[src/sv/lssf_pkg.sv]
// shared types, kernel tables and helper functions for the smoothing filter
`timescale 1ns / 1ps

package lssf_pkg;

    // smoothing levels (half window width)
    localparam logic [1:0] LVL_3PT = 2'd1;
    localparam logic [1:0] LVL_5PT = 2'd2;
    localparam logic [1:0] LVL_7PT = 2'd3;

    // kernel kinds
    localparam logic [1:0] KIND_MID   = 2'd0;
    localparam logic [1:0] KIND_EDGE  = 2'd1;
    localparam logic [1:0] KIND_SHORT = 2'd2;

    // divisor codes
    localparam logic [2:0] DEN_3  = 3'd0;
    localparam logic [2:0] DEN_5  = 3'd1;
    localparam logic [2:0] DEN_6  = 3'd2;
    localparam logic [2:0] DEN_10 = 3'd3;
    localparam logic [2:0] DEN_21 = 3'd4;
    localparam logic [2:0] DEN_42 = 3'd5;

    // one kernel to apply to a window snapshot
    typedef struct packed {
        logic [1:0] kind;
        logic [1:0] lvl;
        logic [1:0] offset;
        logic       at_end;
        logic       mark_last;
    } kern_t;

    // what travels with a result through the arithmetic stages
    typedef struct packed {
        logic [2:0] den_sel;
        logic       mark_last;
        logic       too_short;
    } res_tag_t;

    localparam logic signed [7:0] MID_TAPS [3][7] = '{
        '{1, 1, 1, 0, 0, 0, 0},
        '{1, 1, 1, 1, 1, 0, 0},
        '{-2, 3, 6, 7, 6, 3, -2}
    };

    localparam logic signed [7:0] EDGE_TAPS [3][3][7] = '{
        '{ '{5, 2, -1, 0, 0, 0, 0}, '{0, 0, 0, 0, 0, 0, 0}, '{0, 0, 0, 0, 0, 0, 0} },
        '{ '{3, 2, 1, 0, -1, 0, 0}, '{4, 3, 2, 1, 0, 0, 0}, '{0, 0, 0, 0, 0, 0, 0} },
        '{ '{39, 8, -4, -4, 1, 4, -2}, '{8, 19, 16, 6, -4, -7, 4},
           '{-4, 16, 19, 12, 2, -4, 1} }
    };

    // coefficient applied to window position pos (0 is the newest sample)
    function automatic logic signed [7:0] kern_coef(kern_t kn, logic [2:0] pos);
        logic [2:0]        span;
        logic [2:0]        k;
        logic [1:0]        li;
        logic signed [7:0] c;
        span = {kn.lvl, 1'b0};
        li   = kn.lvl - 2'd1;
        k    = kn.at_end ? pos : (span - pos);
        c    = '0;
        if (pos <= span)
        begin
            case (kn.kind)
                KIND_MID:  c = MID_TAPS[li][pos];
                KIND_EDGE: c = EDGE_TAPS[li][kn.offset][k];
                default:   c = '0;
            endcase
        end
        return c;
    endfunction

    function automatic logic [2:0] kern_den_sel(kern_t kn);
        logic [2:0] sel;
        sel = DEN_6;
        case (kn.kind)
            KIND_MID:
            begin
                if (kn.lvl == LVL_3PT)
                    sel = DEN_3;
                else if (kn.lvl == LVL_5PT)
                    sel = DEN_5;
                else
                    sel = DEN_21;
            end
            KIND_EDGE:
            begin
                if (kn.lvl == LVL_3PT)
                    sel = DEN_6;
                else if (kn.lvl == LVL_5PT)
                    sel = (kn.offset == 2'd0) ? DEN_5 : DEN_10;
                else
                    sel = DEN_42;
            end
            default: sel = DEN_6;
        endcase
        return sel;
    endfunction

    function automatic logic [6:0] den_value(logic [2:0] sel);
        logic [6:0] v;
        case (sel)
            DEN_3:   v = 7'd3;
            DEN_5:   v = 7'd5;
            DEN_6:   v = 7'd6;
            DEN_10:  v = 7'd10;
            DEN_21:  v = 7'd21;
            DEN_42:  v = 7'd42;
            default: v = 7'd6;
        endcase
        return v;
    endfunction

endpackage

[src/sv/least_squares_smoothing_filter.sv]
// top level of the least-squares smoothing filter
`timescale 1ns / 1ps

// least-squares smoothing filter, 3, 5 or 7 point window
// input channel: in_valid / in_stall with sample and is_last; is_last marks
//   the final sample of a series and flushes all pending results
// output channel: out_valid / out_stall with smoothed, last_out, too_short;
//   one result item per input sample, in order, last_out on the final one;
//   a series shorter than the window, or at levels 2 and 3 as long as it,
//   gives a single too_short item instead
// config: smoothing_level is written when smoothing_level_we is high; the
//   user must write it only while the block is idle, as the block has no
//   check for this; 0 acts as level 1
// throughput: one item per cycle unless out_stall holds a result; the
//   kernel scheduler issues one kernel per cycle into the tap/divide pipeline,
//   so an item with more than one result holds in_stall until the last issues
// reset: window cleared, series counter zero, level 1, pipeline empty
// stall: while out_stall holds a valid result the whole pipeline freezes and
//   the input stalls once the scheduler holds a pending item

module least_squares_smoothing_filter import lssf_pkg::*; #(
    parameter int SAMPLE_BITS = 16
) (
    input  logic                          clk,
    input  logic                          rst_n,
    input  logic                          smoothing_level_we,
    input  logic [1:0]                    smoothing_level,
    input  logic                          in_valid,
    output logic                          in_stall,
    input  logic signed [SAMPLE_BITS-1:0] sample,
    input  logic                          is_last,
    output logic                          out_valid,
    input  logic                          out_stall,
    output logic signed [SAMPLE_BITS-1:0] smoothed,
    output logic                          last_out,
    output logic                          too_short
);

    // pipeline advance: output register empty or being taken
    logic                          move;
    logic                          iss_valid;
    logic signed [SAMPLE_BITS-1:0] iss_win [7];
    kern_t                         iss_kern;
    logic                          sum_valid;
    logic signed [SAMPLE_BITS+7:0] sum_val;
    res_tag_t                      sum_tag;

    assign move = !out_valid || !out_stall;

    // window, counter and kernel list per item
    lssf_sched #(
        .SAMPLE_BITS(SAMPLE_BITS)
    ) u_sched (
        .clk                (clk),
        .rst_n              (rst_n),
        .smoothing_level_we (smoothing_level_we),
        .smoothing_level    (smoothing_level),
        .in_valid           (in_valid),
        .in_stall           (in_stall),
        .sample             (sample),
        .is_last            (is_last),
        .move               (move),
        .iss_valid          (iss_valid),
        .iss_win            (iss_win),
        .iss_kern           (iss_kern)
    );

    // tap products and sum
    lssf_taps #(
        .SAMPLE_BITS(SAMPLE_BITS)
    ) u_taps (
        .clk       (clk),
        .rst_n     (rst_n),
        .move      (move),
        .iss_valid (iss_valid),
        .iss_win   (iss_win),
        .iss_kern  (iss_kern),
        .sum_valid (sum_valid),
        .sum_val   (sum_val),
        .sum_tag   (sum_tag)
    );

    // rounding division, saturation, output register
    lssf_div #(
        .SAMPLE_BITS(SAMPLE_BITS)
    ) u_div (
        .clk       (clk),
        .rst_n     (rst_n),
        .move      (move),
        .sum_valid (sum_valid),
        .sum_val   (sum_val),
        .sum_tag   (sum_tag),
        .out_valid (out_valid),
        .smoothed  (smoothed),
        .last_out  (last_out),
        .too_short (too_short)
    );

endmodule

[src/sv/lssf_sched.sv]
// sample window, series counter, level register and per-item kernel scheduler
`timescale 1ns / 1ps

module lssf_sched import lssf_pkg::*; #(
    parameter int SAMPLE_BITS = 16
) (
    input  logic                          clk,
    input  logic                          rst_n,
    input  logic                          smoothing_level_we,
    input  logic [1:0]                    smoothing_level,
    input  logic                          in_valid,
    output logic                          in_stall,
    input  logic signed [SAMPLE_BITS-1:0] sample,
    input  logic                          is_last,
    input  logic                          move,
    output logic                          iss_valid,
    output logic signed [SAMPLE_BITS-1:0] iss_win [7],
    output kern_t                         iss_kern
);

    logic [1:0]                    lvl_reg;
    logic [2:0]                    idx_reg;
    logic [2:0]                    idx_next;
    logic signed [SAMPLE_BITS-1:0] win_reg [7];
    logic signed [SAMPLE_BITS-1:0] win_next [7];

    logic                          job_valid_reg;
    logic signed [SAMPLE_BITS-1:0] job_win_reg [7];
    kern_t                         job_kern_reg [4];
    logic [2:0]                    job_cnt_reg;
    logic [1:0]                    job_pos_reg;

    kern_t      list_next [4];
    logic [2:0] list_cnt;
    logic [2:0] last_pos;
    logic [2:0] span;
    logic       is_short;
    logic       do_start;
    logic       do_mid;
    logic       do_end;
    logic       issue;
    logic       job_final;
    logic       job_free;
    logic       accept;

    assign issue     = move && job_valid_reg;
    assign job_final = ({1'b0, job_pos_reg} == (job_cnt_reg - 3'd1));
    assign job_free  = !job_valid_reg || (issue && job_final);
    assign in_stall  = !job_free;
    assign accept    = in_valid && job_free;

    assign iss_valid = job_valid_reg;
    assign iss_win   = job_win_reg;
    assign iss_kern  = job_kern_reg[job_pos_reg];

    always_comb
    begin
        win_next[0] = sample;
        for (int p = 1; p < 7; p++)
            win_next[p] = win_reg[p-1];
    end

    assign idx_next = is_last ? 3'd0 : ((idx_reg < 3'd7) ? idx_reg + 3'd1 : 3'd7);

    // which kernels this item releases
    assign span     = {lvl_reg, 1'b0};
    assign is_short = is_last && ((idx_reg < span) || ((idx_reg == span) && (lvl_reg >= LVL_5PT)));
    assign do_start = !is_short && (idx_reg == span);
    assign do_mid   = !is_short && (idx_reg >= span);
    assign do_end   = !is_short && is_last;

    always_comb
    begin
        for (int s = 0; s < 4; s++)
            list_next[s] = '0;
        list_cnt = 3'd0;
        if (is_short)
        begin
            list_next[0] = '{kind: KIND_SHORT, lvl: LVL_3PT, offset: 2'd0,
                             at_end: 1'b0, mark_last: 1'b1};
            list_cnt = 3'd1;
        end
        for (int d = 0; d < 3; d++)
        begin
            if (do_start && (2'(d) < lvl_reg))
            begin
                list_next[list_cnt[1:0]] = '{kind: KIND_EDGE, lvl: lvl_reg, offset: 2'(d),
                                             at_end: 1'b0, mark_last: 1'b0};
                list_cnt = list_cnt + 3'd1;
            end
        end
        if (do_mid)
        begin
            list_next[list_cnt[1:0]] = '{kind: KIND_MID, lvl: lvl_reg, offset: 2'd0,
                                         at_end: 1'b0, mark_last: 1'b0};
            list_cnt = list_cnt + 3'd1;
        end
        for (int d = 2; d >= 0; d--)
        begin
            if (do_end && (2'(d) < lvl_reg))
            begin
                list_next[list_cnt[1:0]] = '{kind: KIND_EDGE, lvl: lvl_reg, offset: 2'(d),
                                             at_end: 1'b1, mark_last: 1'b0};
                list_cnt = list_cnt + 3'd1;
            end
        end
        last_pos = list_cnt - 3'd1;
        if (do_end)
            list_next[last_pos[1:0]].mark_last = 1'b1;
    end

    always_ff @(posedge clk or negedge rst_n)
    begin
        if (!rst_n)
        begin
            lvl_reg       <= LVL_3PT;
            idx_reg       <= 3'd0;
            job_valid_reg <= 1'b0;
            job_pos_reg   <= 2'd0;
            for (int p = 0; p < 7; p++)
                win_reg[p] <= '0;
        end
        else
        begin
            // level zero behaves as the three-point level
            if (smoothing_level_we)
                lvl_reg <= (smoothing_level == 2'd0) ? LVL_3PT : smoothing_level;
            if (accept)
            begin
                win_reg <= win_next;
                idx_reg <= idx_next;
            end
            if (accept && (list_cnt != 3'd0))
            begin
                job_valid_reg <= 1'b1;
                job_pos_reg   <= 2'd0;
            end
            else if (issue)
            begin
                if (job_final)
                    job_valid_reg <= 1'b0;
                else
                    job_pos_reg <= job_pos_reg + 2'd1;
            end
        end
    end

    always_ff @(posedge clk)
    begin
        if (accept)
        begin
            job_win_reg  <= win_next;
            job_kern_reg <= list_next;
            job_cnt_reg  <= list_cnt;
        end
    end

endmodule

[src/sv/lssf_taps.sv]
// tap products and window sum for one kernel per cycle while move is high
`timescale 1ns / 1ps

module lssf_taps import lssf_pkg::*; #(
    parameter int SAMPLE_BITS = 16
) (
    input  logic                            clk,
    input  logic                            rst_n,
    input  logic                            move,
    input  logic                            iss_valid,
    input  logic signed [SAMPLE_BITS-1:0]   iss_win [7],
    input  kern_t                           iss_kern,
    output logic                            sum_valid,
    output logic signed [SAMPLE_BITS+7:0]   sum_val,
    output res_tag_t                        sum_tag
);

    localparam int PROD_W = SAMPLE_BITS + 8;

    logic signed [7:0]        coef [7];
    logic signed [PROD_W-1:0] prod_next [7];
    logic signed [PROD_W-1:0] prod_reg [7];
    logic signed [PROD_W-1:0] acc;
    res_tag_t                 tag_next;
    res_tag_t                 tag1_reg;
    res_tag_t                 tag2_reg;
    logic                     v1_reg;
    logic                     v2_reg;
    logic signed [PROD_W-1:0] sum_reg;

    always_comb
    begin
        for (int p = 0; p < 7; p++)
        begin
            coef[p]      = kern_coef(iss_kern, 3'(p));
            prod_next[p] = PROD_W'(iss_win[p]) * PROD_W'(coef[p]);
        end
    end

    assign tag_next = '{den_sel: kern_den_sel(iss_kern), mark_last: iss_kern.mark_last,
                        too_short: (iss_kern.kind == KIND_SHORT)};

    always_comb
    begin
        acc = '0;
        for (int p = 0; p < 7; p++)
            acc = acc + prod_reg[p];
    end

    always_ff @(posedge clk or negedge rst_n)
    begin
        if (!rst_n)
        begin
            v1_reg <= 1'b0;
            v2_reg <= 1'b0;
        end
        else if (move)
        begin
            v1_reg <= iss_valid;
            v2_reg <= v1_reg;
        end
    end

    always_ff @(posedge clk)
    begin
        if (move)
        begin
            prod_reg <= prod_next;
            tag1_reg <= tag_next;
            sum_reg  <= acc;
            tag2_reg <= tag1_reg;
        end
    end

    assign sum_valid = v2_reg;
    assign sum_val   = sum_reg;
    assign sum_tag   = tag2_reg;

endmodule

[src/sv/lssf_div.sv]
// rounding division by the kernel divisor, saturation and result register
`timescale 1ns / 1ps

module lssf_div import lssf_pkg::*; #(
    parameter int SAMPLE_BITS = 16
) (
    input  logic                          clk,
    input  logic                          rst_n,
    input  logic                          move,
    input  logic                          sum_valid,
    input  logic signed [SAMPLE_BITS+7:0] sum_val,
    input  res_tag_t                      sum_tag,
    output logic                          out_valid,
    output logic signed [SAMPLE_BITS-1:0] smoothed,
    output logic                          last_out,
    output logic                          too_short
);

    localparam int NUM_W = SAMPLE_BITS + 8;
    localparam int M     = SAMPLE_BITS + 7;
    localparam int H     = (M + 1) / 2;
    localparam int HW    = M - H;

    // floor(2^M / (2 * den)), off by at most one below the true quotient
    localparam logic [M-1:0] RECIP_3  = M'((64'd1 << M) / 64'd6);
    localparam logic [M-1:0] RECIP_5  = M'((64'd1 << M) / 64'd10);
    localparam logic [M-1:0] RECIP_6  = M'((64'd1 << M) / 64'd12);
    localparam logic [M-1:0] RECIP_10 = M'((64'd1 << M) / 64'd20);
    localparam logic [M-1:0] RECIP_21 = M'((64'd1 << M) / 64'd42);
    localparam logic [M-1:0] RECIP_42 = M'((64'd1 << M) / 64'd84);

    localparam logic [M-1:0] LIM_POS = (M'(1) << (SAMPLE_BITS - 1)) - M'(1);
    localparam logic [M-1:0] LIM_NEG = M'(1) << (SAMPLE_BITS - 1);
    localparam logic [SAMPLE_BITS-1:0] MAX_POS = {1'b0, {(SAMPLE_BITS-1){1'b1}}};
    localparam logic [SAMPLE_BITS-1:0] MIN_NEG = {1'b1, {(SAMPLE_BITS-1){1'b0}}};

    // magnitude stage
    logic             neg_s3;
    logic [NUM_W-1:0] mag_full;
    logic [M-1:0]     m2_next;
    logic             v3_reg;
    logic [M-1:0]     m2_3_reg;
    logic             neg3_reg;
    res_tag_t         tag3_reg;

    // partial product stage
    logic [M-1:0]      recip;
    logic              v4_reg;
    logic [2*H-1:0]    pp_ll_reg;
    logic [M-1:0]      pp_lh_reg;
    logic [M-1:0]      pp_hl_reg;
    logic [2*HW-1:0]   pp_hh_reg;
    logic [M-1:0]      m2_4_reg;
    logic              neg4_reg;
    res_tag_t          tag4_reg;

    // quotient estimate stage
    logic [2*M-1:0] full;
    logic           v5_reg;
    logic [M-1:0]   q0_reg;
    logic [M-1:0]   m2_5_reg;
    logic           neg5_reg;
    res_tag_t       tag5_reg;

    // correction and saturation
    logic [7:0]             d2;
    logic [M+7:0]           qd;
    logic [M-1:0]           rem;
    logic [M-1:0]           q;
    logic [M-1:0]           neg_q;
    logic [SAMPLE_BITS-1:0] sm_next;
    logic                   out_valid_reg;
    logic [SAMPLE_BITS-1:0] smoothed_reg;
    logic                   last_reg;
    logic                   short_reg;

    assign neg_s3   = sum_val[NUM_W-1];
    assign mag_full = neg_s3 ? (NUM_W'(0) - NUM_W'(sum_val)) : NUM_W'(sum_val);
    assign m2_next  = {mag_full[M-2:0], 1'b0} + M'(den_value(sum_tag.den_sel));

    always_comb
    begin
        case (tag3_reg.den_sel)
            DEN_3:   recip = RECIP_3;
            DEN_5:   recip = RECIP_5;
            DEN_6:   recip = RECIP_6;
            DEN_10:  recip = RECIP_10;
            DEN_21:  recip = RECIP_21;
            DEN_42:  recip = RECIP_42;
            default: recip = RECIP_6;
        endcase
    end

    assign full = (2*M)'(pp_ll_reg)
                + ((2*M)'(pp_lh_reg) << H)
                + ((2*M)'(pp_hl_reg) << H)
                + ((2*M)'(pp_hh_reg) << (2*H));

    assign d2    = {den_value(tag5_reg.den_sel), 1'b0};
    assign qd    = (M+8)'(q0_reg) * (M+8)'(d2);
    assign rem   = m2_5_reg - qd[M-1:0];
    assign q     = (rem >= M'(d2)) ? (q0_reg + M'(1)) : q0_reg;
    assign neg_q = ~q + M'(1);

    always_comb
    begin
        if (neg5_reg)
            sm_next = (q > LIM_NEG) ? MIN_NEG : neg_q[SAMPLE_BITS-1:0];
        else
            sm_next = (q > LIM_POS) ? MAX_POS : q[SAMPLE_BITS-1:0];
    end

    always_ff @(posedge clk or negedge rst_n)
    begin
        if (!rst_n)
        begin
            v3_reg        <= 1'b0;
            v4_reg        <= 1'b0;
            v5_reg        <= 1'b0;
            out_valid_reg <= 1'b0;
        end
        else if (move)
        begin
            v3_reg        <= sum_valid;
            v4_reg        <= v3_reg;
            v5_reg        <= v4_reg;
            out_valid_reg <= v5_reg;
        end
    end

    always_ff @(posedge clk)
    begin
        if (move)
        begin
            m2_3_reg <= m2_next;
            neg3_reg <= neg_s3;
            tag3_reg <= sum_tag;

            pp_ll_reg <= (2*H)'(m2_3_reg[H-1:0]) * (2*H)'(recip[H-1:0]);
            pp_lh_reg <= M'(m2_3_reg[H-1:0]) * M'(recip[M-1:H]);
            pp_hl_reg <= M'(m2_3_reg[M-1:H]) * M'(recip[H-1:0]);
            pp_hh_reg <= (2*HW)'(m2_3_reg[M-1:H]) * (2*HW)'(recip[M-1:H]);
            m2_4_reg  <= m2_3_reg;
            neg4_reg  <= neg3_reg;
            tag4_reg  <= tag3_reg;

            q0_reg   <= full[2*M-1:M];
            m2_5_reg <= m2_4_reg;
            neg5_reg <= neg4_reg;
            tag5_reg <= tag4_reg;

            smoothed_reg <= sm_next;
            last_reg     <= tag5_reg.mark_last;
            short_reg    <= tag5_reg.too_short;
        end
    end

    assign out_valid = out_valid_reg;
    assign smoothed  = smoothed_reg;
    assign last_out  = last_reg;
    assign too_short = short_reg;

endmodule

[config.mk]
export PLATFORM = sky130hd
export DESIGN_NAME = least_squares_smoothing_filter
export DESIGN_NICKNAME = d
export VERILOG_FILES = /design/src/sv/lssf_pkg.sv /design/src/sv/least_squares_smoothing_filter.sv /design/src/sv/lssf_sched.sv /design/src/sv/lssf_taps.sv /design/src/sv/lssf_div.sv
export SDC_FILE = /design/constraint.sdc
export NUM_CORES = 2
export LEC_CHECK = 0
export BUFFER_PORTS_ARGS = -buffer_cell sky130_fd_sc_hd__buf_2
export CORE_MARGIN = 2
export CORE_UTILIZATION = 58
export CTS_CLUSTER_SIZE = 24
export DETAILED_ROUTE_END_ITERATION = 12
export PLACE_DENSITY_LB_ADDON = 0.3
export SETUP_SLACK_MARGIN = 0.15
export SLEW_MARGIN = 40
export SYNTH_ARGS = -nofsm -noshare
export SYNTH_HDL_FRONTEND = slang
export SYNTH_SLANG_ARGS = --single-unit
[constraint.sdc]
create_clock -name clk -period 44.8 [get_ports clk]
set_clock_uncertainty 0.1 [all_clocks]
set_input_delay 4.48 -clock clk [delete_from_list [all_inputs] [get_ports clk]]
set_output_delay 4.48 -clock clk [all_outputs]
set_load 0.02 [all_outputs]
==> qor.yml <==
yosys:
  synth_edf_count: 545
  avgSynthCellArea_um2: 10.05
  synth-async-reset-ratio: 0.1679
  syn_area_um2: 78600
  synth_cells: 7825
  ys_seq_area_frac: 0.2432
  ys_ff_latch: 655
  synth_fp_nets: 9711
  yosys_warnings: 0
  ys.flop_type: "edfxtp_1"
  yosysUniqueCellTypes: 94
critical_path:
  r2r_start: "u_div.tag5_reg[2]"
  crit_path_start_kind: "register"
  path_class: "reg2reg"
  arrival_ns: 11.34
  worst-r2r-cell-count: 41
  timing.rr.end: "u_div.smoothed[3]"
  critPathRequiredTime_ns: 45.20
  worstPathMaxFanout: 29
  rrSetupSlack_ns: 33.86
  critPathCapture: "u_div.smoothed[3]"
  max_stage_delay_ns: 0.70
  crit_path_end_kind: "register"
  crit_path_frequent_cell: "a21oi_1"
  critPathSlowestCell: "edfxtp_1"
  crit_path_start: "u_div.tag5_reg[2]"
cts:
  numCtsBuffers: 77
  path_clk_slew_ns: 0.06
  clockBufferDepth: 3
  cts_tree: "yes"
  htree_levels: 3
  holdBufCountCts: 0
  cts_root_buf: "clkbuf_16"
  clk-insertion-delay-late_ns: 0.70
  cts_setup_buffers: 0
  clock_sinks: 655
  cts_resized: 0
timing:
  layout_min_cycle_time_ns: 10.94
  finalHoldViolations: 0
  setup_viol_count_final: 0
  rsz0062_at_grt: "no"
  worst_pin_slew_ns: 0.8384
  slew_viol_final: 0
  final.setup.tns_ns: 0
  max_freq_mhz: 91.42
  relSlewSlack: 0.4411
  fin_crit_sh: 0.2442
route:
  wl_per_cell_um: 19.22
  firstDrtPassIters: 6
  wl_mm: 185.7
  vias: 52981
  antenna_left: 0
  drc: 0
  viasPerCell: 5.483
  drt_iter0_markers: 3326
die:
  start_util: 0.5824
  pin_count: 44
  row_count: 135
  die_h_um: 372.1
  fp.dieArea_um2: 138500
  die_width_um: 372.1
  core_area_um2: 135000
job:
  cap_violations: 0
run_status:
  status: "finished clean"
placement:
  gp_congestion: 0.9417
  dp_hpwl_mm: 149.4
  portBuffers: 43
global_route:
  grt_first_pass_wirelength_mm: 301.1
  gr-total-overflow: 0
  antenna_found_initial: 5
  grt_pass1_vias: 56232
  grt_max_degree: 100
  grt_usage: 0.2810
cells_and_area:
  final_nets: 9702
  fill_cells: 11045
  drive_gt1_frac: 0.04466
  syn_to_final_growth_pct: 6.510
  multi_input_area_um2: 52890
  num_antenna_cells: 0
  largest_register_ffs: 168
  seq_area_um2: 19120
min_path:
  hp-start: "u_div.m2_4_reg[21]"
  min_path_cells: 0
  hp-class: "reg2reg"
==> kinds of logic after synthesis <==
kind of cell | Yosys count | synth area share
simple gates | 2309 | 0.1479
fa+ha+maj | 1862 | 0.4108
buf+inv | 1788 | 0.08562
compound gates | 799 | 0.06479
flops | 655 | 0.2432
xor+xnor | 386 | 0.04344
mux | 26 | 0.004250
==> cells in the final DEF (no fill, tap or decap), types with 79 or more instances in the layout <==
| cell | n |
|---|---|
| nand2b_1 | 86 |
| nor2b_1 | 102 |
| clkbuf_16 | 79 |
| nor3_1 | 79 |
| and2_1 | 683 |
| edfxtp_1 | 545 |
| a21oi_1 | 253 |
| xor2_1 | 84 |
| dfrtp_1 | 109 |
| nor2_1 | 277 |
| ha_1 | 663 |
| inv_1 | 1584 |
| nand2_1 | 809 |
| xnor2_1 | 298 |
| o21ai_0 | 167 |
| fa_1 | 1198 |
==> cell type report <==
cell class                      count  share of cell area
Multi-Input combinational cell   5382              0.6317
Sequential cell                   655              0.2284
Inverter                         1588             0.07129
Tap cell                         1781             0.02662
Clock buffer                       87             0.02409
Timing Repair Buffer              112            0.009266
Clock inverter                     57            0.008653
==> routing by layer <==
layer | track usage | share of wire | vias to the layer above
li1 | - | - | 24549
met1 | 0.3573 | 0.41 | 26655
met2 | 0.4721 | 0.49 | 1384
met3 | 0.03696 | 0.048 | 391
met4 | 0.1442 | 0.060 | 2
met5 | 0 | 0.000038 | -
==> worst max-delay path, delay by kind of cell (launching register included) <==
family,cells,cell delay (ns)
muxes,1,0.30
and+or+nand+nor,8,2.59
buffers and inverters,3,0.36
DFF,1,0.70
adders and majority gates,6,2.10
xor gates and xnor gates,3,0.59
AOI/OAI and AO/OA,20,3.97
==> metrics by stage <==
step | cell area [um^2] | hold WS [ns] | util | setup slack (ns) | cells
after floorplan | 78600 | 0.3003 | - | 26.18 | 7825
after global placement | 80850 | 0.3023 | 0.5990 | 33.93 | 9516
after detailed placement | 80950 | 0.3045 | 0.5998 | 34.07 | 9517
after CTS | 83690 | 0.3185 | 0.6201 | 33.97 | 9661
after global routing | 83720 | 0.3230 | 0.6203 | 32.93 | 9662
final | 83720 | 0.3169 | 0.6203 | 33.86 | 9662
==> how the worst min path moves through the flow <==
| stage | slack (ns) | end |
|---|---|---|
| 6_report | 0.32 | u_div.m2_5_reg[21] |
| 5_1_grt | 0.32 | u_div.tag5_reg[2] |
| 4_1_cts | 0.32 | u_div.m2_5_reg[21] |
| 3_5_place_dp | 0.30 | u_div.m2_5_reg[21] |
| 3_3_place_gp | 0.30 | u_div.m2_5_reg[19] |
| 2_1_floorplan | 0.30 | u_div.last_out |
==> synth_stat cells (all sizes together) (37+ instances only) <==
master / n / share of area
xor2: 86 / 0.0099
xnor2: 300 / 0.034
dfrtp: 109 / 0.035
ha: 664 / 0.11
edfxtp: 545 / 0.21
inv: 1585 / 0.076
and3: 50 / 0.0040
nor2b: 103 / 0.0082
a21o: 62 / 0.0059
o21ai: 177 / 0.011
clkbuf: 172 / 0.0082
nand2: 813 / 0.039
and2: 684 / 0.054
fa: 1198 / 0.31
o21bai: 37 / 0.0035
nor3: 84 / 0.0055
nand3: 64 / 0.0041
a21oi: 264 / 0.017
nand2b: 86 / 0.0068
or3: 67 / 0.0054
nor2: 281 / 0.013
Power is left out: the tool's default activity adds up to more than one toggle a clock period on the data nets, which glitch-free logic cannot reach.
